### src/rtl/core/rmq_pkg.sv
// Shared constants and types for the rotation matrix to quaternion core.
package rmq_pkg;

   localparam int FRAC_BITS = 14;
   localparam int DATA_W    = 16;
   localparam int TERM_W    = ((FRAC_BITS > 17) ? FRAC_BITS : 17) + 3;
   localparam int RAD_W     = TERM_W - 1 + FRAC_BITS;
   localparam int ROOT_W    = (RAD_W + 1) / 2;
   localparam int QUO_W     = DATA_W;
   localparam int NUM_W     = RAD_W + 1;
   localparam int REM_W     = ((NUM_W > ROOT_W + QUO_W) ? NUM_W : ROOT_W + QUO_W) + 1;
   localparam int LANE_LAT  = QUO_W + 2;
   localparam int TOTAL_LAT = 1 + ROOT_W + LANE_LAT;

   typedef logic signed [TERM_W-1:0] term_type;
   typedef logic signed [DATA_W-1:0] data_type;
   typedef term_type term_vec_type [4];

endpackage

### src/rtl/core/rmq_div_lane.sv
// Pipelined rounding divider with saturation for one quaternion component.
module rmq_div_lane (
   input  logic                              clock,
   input  logic                              adv,
   input  rmq_pkg::term_type                 term,
   input  logic [rmq_pkg::ROOT_W-1:0]        root,
   output rmq_pkg::data_type                 quat
);

   localparam int QW = rmq_pkg::QUO_W;
   localparam int RW = rmq_pkg::REM_W;

   logic [RW-1:0]                  rem_ff [0:QW];
   logic [QW-1:0]                  quo_ff [0:QW];
   logic [rmq_pkg::ROOT_W-1:0]     den_ff [0:QW];
   logic                           neg_ff [0:QW];
   logic                           ovf_ff [0:QW];
   rmq_pkg::data_type              quat_ff;

   logic                           neg_in;
   logic [rmq_pkg::TERM_W-1:0]     mag_in;
   logic [RW-1:0]                  num_in;
   logic [RW-1:0]                  lim_in;
   rmq_pkg::data_type              quat_in;

   always_comb begin
      neg_in = term[rmq_pkg::TERM_W-1];
      mag_in = neg_in ? (~term + 1'b1) : term;
      num_in = (RW'(mag_in) << (rmq_pkg::FRAC_BITS - 1)) + RW'(root >> 1);
      lim_in = RW'(root) << QW;
   end

   always_ff @(posedge clock) begin
      if (adv) begin
         rem_ff[0] <= num_in;
         quo_ff[0] <= '0;
         den_ff[0] <= root;
         neg_ff[0] <= neg_in;
         ovf_ff[0] <= (num_in >= lim_in);
      end
   end

   for (genvar k = 0; k < QW; k++) begin : g_step
      localparam int BIT = QW - 1 - k;
      logic [RW-1:0] sub_in;
      logic          ge_in;
      always_comb begin
         sub_in = RW'(den_ff[k]) << BIT;
         ge_in  = (rem_ff[k] >= sub_in);
      end
      always_ff @(posedge clock) begin
         if (adv) begin
            rem_ff[k+1] <= ge_in ? (rem_ff[k] - sub_in) : rem_ff[k];
            quo_ff[k+1] <= quo_ff[k] | (ge_in ? (QW'(1) << BIT) : '0);
            den_ff[k+1] <= den_ff[k];
            neg_ff[k+1] <= neg_ff[k];
            ovf_ff[k+1] <= ovf_ff[k];
         end
      end
   end

   always_comb begin
      if (neg_ff[QW]) begin
         if (ovf_ff[QW] || ({1'b0, quo_ff[QW]} > (QW + 1)'(32768))) begin
            quat_in = 16'sh8000;
         end else begin
            quat_in = rmq_pkg::data_type'(~quo_ff[QW] + 1'b1);
         end
      end else begin
         if (ovf_ff[QW] || ({1'b0, quo_ff[QW]} > (QW + 1)'(32767))) begin
            quat_in = 16'sh7fff;
         end else begin
            quat_in = rmq_pkg::data_type'(quo_ff[QW]);
         end
      end
   end

   always_ff @(posedge clock) begin
      if (adv) begin
         quat_ff <= quat_in;
      end
   end

   assign quat = quat_ff;

endmodule

### config.mk
export PLATFORM = sky130hd
export DESIGN_NAME = rmq_div_lane
export DESIGN_NICKNAME = d
export VERILOG_FILES = /design/src/rtl/core/rmq_pkg.sv /design/src/rtl/core/rmq_div_lane.sv
export SDC_FILE = /design/constraint.sdc
export NUM_CORES = 2
export LEC_CHECK = 0
export BUFFER_PORTS_ARGS = -buffer_cell sky130_fd_sc_hd__buf_4
export CAP_MARGIN = 20
export CORE_MARGIN = 3
export CORE_UTILIZATION = 35
export CTS_CLUSTER_DIAMETER = 200
export CTS_CLUSTER_SIZE = 8
export DETAILED_ROUTE_END_ITERATION = 10
export GPL_TIMING_DRIVEN = 0
export PLACE_DENSITY = 0.57
export SYNTH_ARGS = -nofsm -noshare
export SYNTH_HDL_FRONTEND = slang
export SYNTH_SLANG_ARGS = --single-unit
### constraint.sdc
create_clock -name clock -period 7.36 [get_ports clock]
set_input_delay 1.472 -clock clock [delete_from_list [all_inputs] [get_ports clock]]
set_output_delay 1.472 -clock clock [all_outputs]
set_load 0.03 [all_outputs]
# After elaboration in Yosys (flattened, before gate mapping)
# Memories as Yosys holds them, arrays and structs flattened.
# Cells that the tools add are included.
op_classes:
  addsub: 19
  magnitude_cmp: 19
  n_mux: 38
  bitwise: 18
  n_reduce_logical: 2
op_table:
  columns: ["cell", "n"]
  rows:
  - ["$mux W35", 16]
  - ["$mux W16", 4]
  - ["$ge A35 B17 Y1", 1]
  - ["$ge A35 B18 Y1", 1]
  - ["$ge A35 B19 Y1", 1]
  - ["$ge A35 B20 Y1", 1]
  - ["$ge A35 B21 Y1", 1]
  - ["$ge A35 B22 Y1", 1]
  - ["$ge A35 B23 Y1", 1]
  - ["$ge A35 B24 Y1", 1]
  - ["$ge A35 B25 Y1", 1]
  - ["$ge A35 B26 Y1", 1]
  - ["$ge A35 B27 Y1", 1]
  - ["$ge A35 B28 Y1", 1]
  - ["$ge A35 B29 Y1", 1]
  - ["$ge A35 B30 Y1", 1]
  - ["$ge A35 B31 Y1", 1]
  - ["$ge A35 B32 Y1", 1]
  - ["$sub A35 B17 Y35", 1]
  - ["$sub A35 B18 Y35", 1]
  - ["$sub A35 B19 Y35", 1]
  - ["$sub A35 B20 Y35", 1]
  - ["$sub A35 B21 Y35", 1]
  - ["$sub A35 B22 Y35", 1]
  - ["51 further kinds", 54]
totals:
  reg_bits: 16
  mem_bits_rw: 1190
  in_bits: 39
  output_inout_bits: 16
  word_cells: 102
  n_memories: 5
mem_list:
  columns: ["memory", "words", "width", "read_ports", "rd_ports_with_merged_regs", "wr", "line", "source"]
  rows:
  - ["rem_ff", 17, 35, 16, 0, 17, "rmq_div_lane.sv:13", "logic [RW-1:0] rem_ff [0:QW];"]
  - ["den_ff", 17, 17, 16, 0, 17, "rmq_div_lane.sv:15", "logic [rmq_pkg::ROOT_W-1:0] den_ff [0:QW];"]
  - ["quo_ff", 17, 16, 17, 0, 17, "rmq_div_lane.sv:14", "logic [QW-1:0] quo_ff [0:QW];"]
  - ["neg_ff", 17, 1, 17, 0, 17, "rmq_div_lane.sv:16", "logic neg_ff [0:QW];"]
  - ["ovf_ff", 17, 1, 17, 0, 17, "rmq_div_lane.sv:17", "logic ovf_ff [0:QW];"]

# Depth between registers and ports, before layout
depth:
  ltp_word: 5
  ltp_mapped: 22
  mapped_depth_nobuf: 22

# Worst setup path after synthesis
# No wires, ideal clock.
synth_timing:
  path_type: "input port to flip-flop"
  from: "input port term[19]"
  to: "memory ovf_ff[0][0], data pin"
  setup_time_ns: 0.254
  t_arrival_ns: 4.879
  required_time_ns: 7.106
  slack_ns: 2.227
  stages: 19
  path_buffers: 2
  path_cell_list: "clkbuf_1 clkbuf_1 nand2_1 o21ai_0 inv_1 fa_1 inv_1 a21oi_1 nor2_1 nand2b_1 nor3_1 nand2_1 nor4_1 xnor2_1 ha_1 and4_1 a221oi_1 o211ai_1 a21o_1"
synth_rtl:
  columns: ["element", "line", "source"]
  rows:
  - ["start: declaration", "rmq_div_lane.sv:5", "input rmq_pkg::term_type term,"]
  - ["end: declaration", "rmq_div_lane.sv:17", null]

==> results_dict.tcl <==
set metrics [dict create \
    cp.required_ns 7.83 \
    maxSlewViolCount 0 \
    cts_setup_buffers 0 \
    setup_slack_ns 1.60 \
    hold_viol 0 \
    syn-num-nets 4556 \
    powerDensity_mw_per_mm2 348 \
    grt_usage_pct 15.5 \
    antenna_left 0 \
    mappedNetlistArea_mm2 0.0483 \
    via_per_inst 5.18 \
    synth_cells 4207 \
    grt_remaining_overflow 0 \
    grt_pass1_vias 32000 \
    start_util_pct 35.4 \
    synth_area_per_cell_um2 11.5 \
    routedWlPerCell_um 17.9 \
    io_pins 55 \
    synth_cell_types 87 \
    nets 4742 \
    finalClockSkew_ns 0.0324 \
    leakage_nw 20.6 \
    synth_xor_area_share_pct 6.44 \
    cts_root_buffer "clkbuf_16" \
    p_total_mw 18.9 \
    max_cap_violations 0 \
    seq_area_frac_synth_pct 55.2 \
    cts_resized 0 \
    yosys.area.top_type "edfxtp_1" \
    finalSetupViolations 0 \
    dieArea_mm2 0.142 \
    place_area_mm2 0.0511 \
    numCtsBuffers 120 \
    area_growth_pct 12.3 \
    synth.top_cell.area_share_pct 55.2 \
    yosysWarnings 0 \
    cts.sinks 887 \
    gp_congestion 0.868 \
    final_min_period_over_clock_period_pct 78.2 \
    worstMarginPinSlew_ns 0.975 \
    synth.top_cells.by_count "edfxtp_1 (887), inv_1 (373), nor2_1 (328)" \
    hold_path.class "reg2reg" \
    slew-limit-headroom_pct 34.7 \
    die_h_um 377 \
    rsz0062_at_grt "no" \
    die-width_um 377 \
    r2r_slack_ns 2.84 \
    holdBufCountCts 0 \
    fmaxAchievable_ghz 0.174 \
    fin_hold_ws_ns 0.404 \
    synth_compound_area_share_pct 11.8 \
    clock_latency_ns 0.71 \
    rows 135 \
    vias 32000 \
    synth_top_family_by_area "simple AND/OR/NAND/NOR gates" \
    grt_max_degree 125 \
    htreeDepth 3 \
    port-buffer-count 50 \
    synth_mux_area_share_pct 1.87 \
    drive_above_1_share_pct 6.98 \
    critPathKind "in2reg" \
    fin_crit_ns 5.76 \
    dp_slack_ns 0.965 \
    worstSetupEndpointType "register" \
    tritoncts "yes" \
    grt_pass1_wl_um 176000 \
    dr.pass1.iters 5 \
    core-area_mm2 0.136 \
    antenna_found_initial 0 \
    ys_top_cells_by_area "edfxtp_1 (55%), ha_1 (7.6%), xnor2_1 (3.2%)" \
    cts_buffer_depth 3 \
    clk_pin_slew_ns 0.05 \
    fin_area_mm2 0.0542 \
    nFillCells 12900 \
    drt_drc_violations_left 0 \
    synthAdderAreaFrac_pct 8.28 \
    drtIter0Drc 2176 \
    synth_edf_count 887 \
    status "completed" \
    synth-main-ff-cell "edfxtp_1" \
    drt-total-wl_um 110000 \
    synth_most_common_cell "edfxtp_1" \
    post-dp-hpwl_um 82900 \
    start_kind "input port" \
    synthArstFlopShare_pct 0 \
    crit_path_max_fanout 10 \
    ir_worst_vdd_mv 0.210 \
    yosys.area_share.simple_pct 12.9 \
    cp.arrival_ns 6.22 \
    ys_seq_elements 887 \
]
==> power breakdown <==
group | switching (mW) | internal, mW | total [mW]
combinational | 3.48 | 2.77 | 6.25
sequential | 0.769 | 7.02 | 7.79
clock | 1.96 | 2.88 | 4.84
==> placed cells by master (no fill, tap or decap), drive strengths merged, types with 14 or more instances in the layout <==
| master | Yosys | routed |
|---|---|---|
| or4 | 24 | 24 |
| o211ai | 16 | 16 |
| nor2b | 57 | 57 |
| nand3 | 60 | 60 |
| a211oi | 26 | 26 |
| nand2b | 55 | 55 |
| inv | 374 | 377 |
| a21oi | 302 | 302 |
| o31a | 17 | 17 |
| a21o | 84 | 84 |
| buf | 12 | 73 |
| nand2 | 229 | 229 |
| o21ai | 218 | 218 |
| o21a | 49 | 49 |
| and2 | 18 | 18 |
| a31oi | 26 | 26 |
| and3 | 20 | 20 |
| fa | 16 | 16 |
| and4 | 14 | 14 |
| o31ai | 26 | 26 |
| edfxtp | 887 | 887 |
| or3 | 40 | 40 |
| or2 | 19 | 19 |
| nor2 | 328 | 328 |
| o21bai | 20 | 20 |
| nor3b | 16 | 16 |
| a211o | 16 | 16 |
| ha | 294 | 294 |
| xnor2 | 179 | 179 |
| nor3 | 126 | 126 |
| nand4 | 68 | 68 |
| o311ai | 15 | 15 |
| nor4 | 79 | 79 |
| mux2 | 74 | 74 |
| xor2 | 176 | 176 |
| clkbuf | 66 | 193 |
==> per-stage QoR <==
stage / std cells / utilization, % / setup TNS (ns)
2_1_floorplan: 4207 / - / 0
6_report: 6180 / 39.8 / 0
3_5_place_dp: 6049 / 37.5 / 0
3_3_place_gp: 6038 / 37.3 / -2370.14
5_1_grt: 6179 / 39.8 / 0
4_1_cts: 6176 / 39.8 / 0
==> layer usage <==
layer / vias to the layer above / global-route usage, % / wire length (µm)
met5: - / 0 / 0
met4: 0 / 5.92 / 3780
met3: 221 / 2.40 / 3940
met2: 622 / 27.4 / 54800
met1: 15200 / 19.1 / 48000
li1: 16000 / - / -
==> flip-flops by register name (all words and copies together), names as in the netlist <==
name / count
quo_ff: 136
quat: 16
ovf_ff: 17
den_ff: 272
rem_ff: 429
neg_ff: 17
==> kinds of logic after synthesis <==
logic type	Yosys count
AND/OR/NAND/NOR	1211
AO/OA/AOI/OAI	910
flip-flops	887
buffers and inverters	452
XOR/XNOR	355
adder cells (fa/ha/maj)	310
multiplexers	81
other	1
==> final timing paths <==
check / cells past startpoint / end / start
worst max-delay path: 22 / ovf_ff[0][0] / term[19]
worst min-delay path: 0 / neg_ff[8] / neg_ff[7]
worst max register to register: 13 / rem_ff[0][195] / den_ff[0][80]
worst min register to register: 0 / neg_ff[8] / neg_ff[7]
==> critical path, cell delays in order <==
cell	delay (ns)
buf_4	0.11
clkbuf_1	0.41
clkbuf_1	0.40
nand2_1	0.09
o21ai_0	0.12
inv_1	0.09
fa_1	0.44
inv_1	0.07
a21oi_1	0.10
nor2_1	0.17
nand2b_1	0.15
nor3_1	0.40
nand2_1	0.23
nor3_1	0.28
xnor2_1	0.14
ha_1	0.31
nand2_1	0.12
and4b_1	0.26
and4_1	0.23
nand4_1	0.12
o211ai_1	0.10
a21o_1	0.38
==> final cells by class <==
class / instances / area (µm²) / area share (%)
Tap cell: 1781 / 2230 / 4.11
Sequential cell: 887 / 26600 / 49.1
Clock inverter: 3 / 26.3 / 0.0484
Buffer: 78 / 308 / 0.567
Antenna cell: 1 / 2.50 / 0.00461
Clock buffer: 124 / 3080 / 5.68
Inverter: 374 / 1400 / 2.59
Multi-Input combinational cell: 2868 / 19900 / 36.8
Timing Repair Buffer: 64 / 612 / 1.13
No activity file was read; power rests on OpenSTA's default activity.
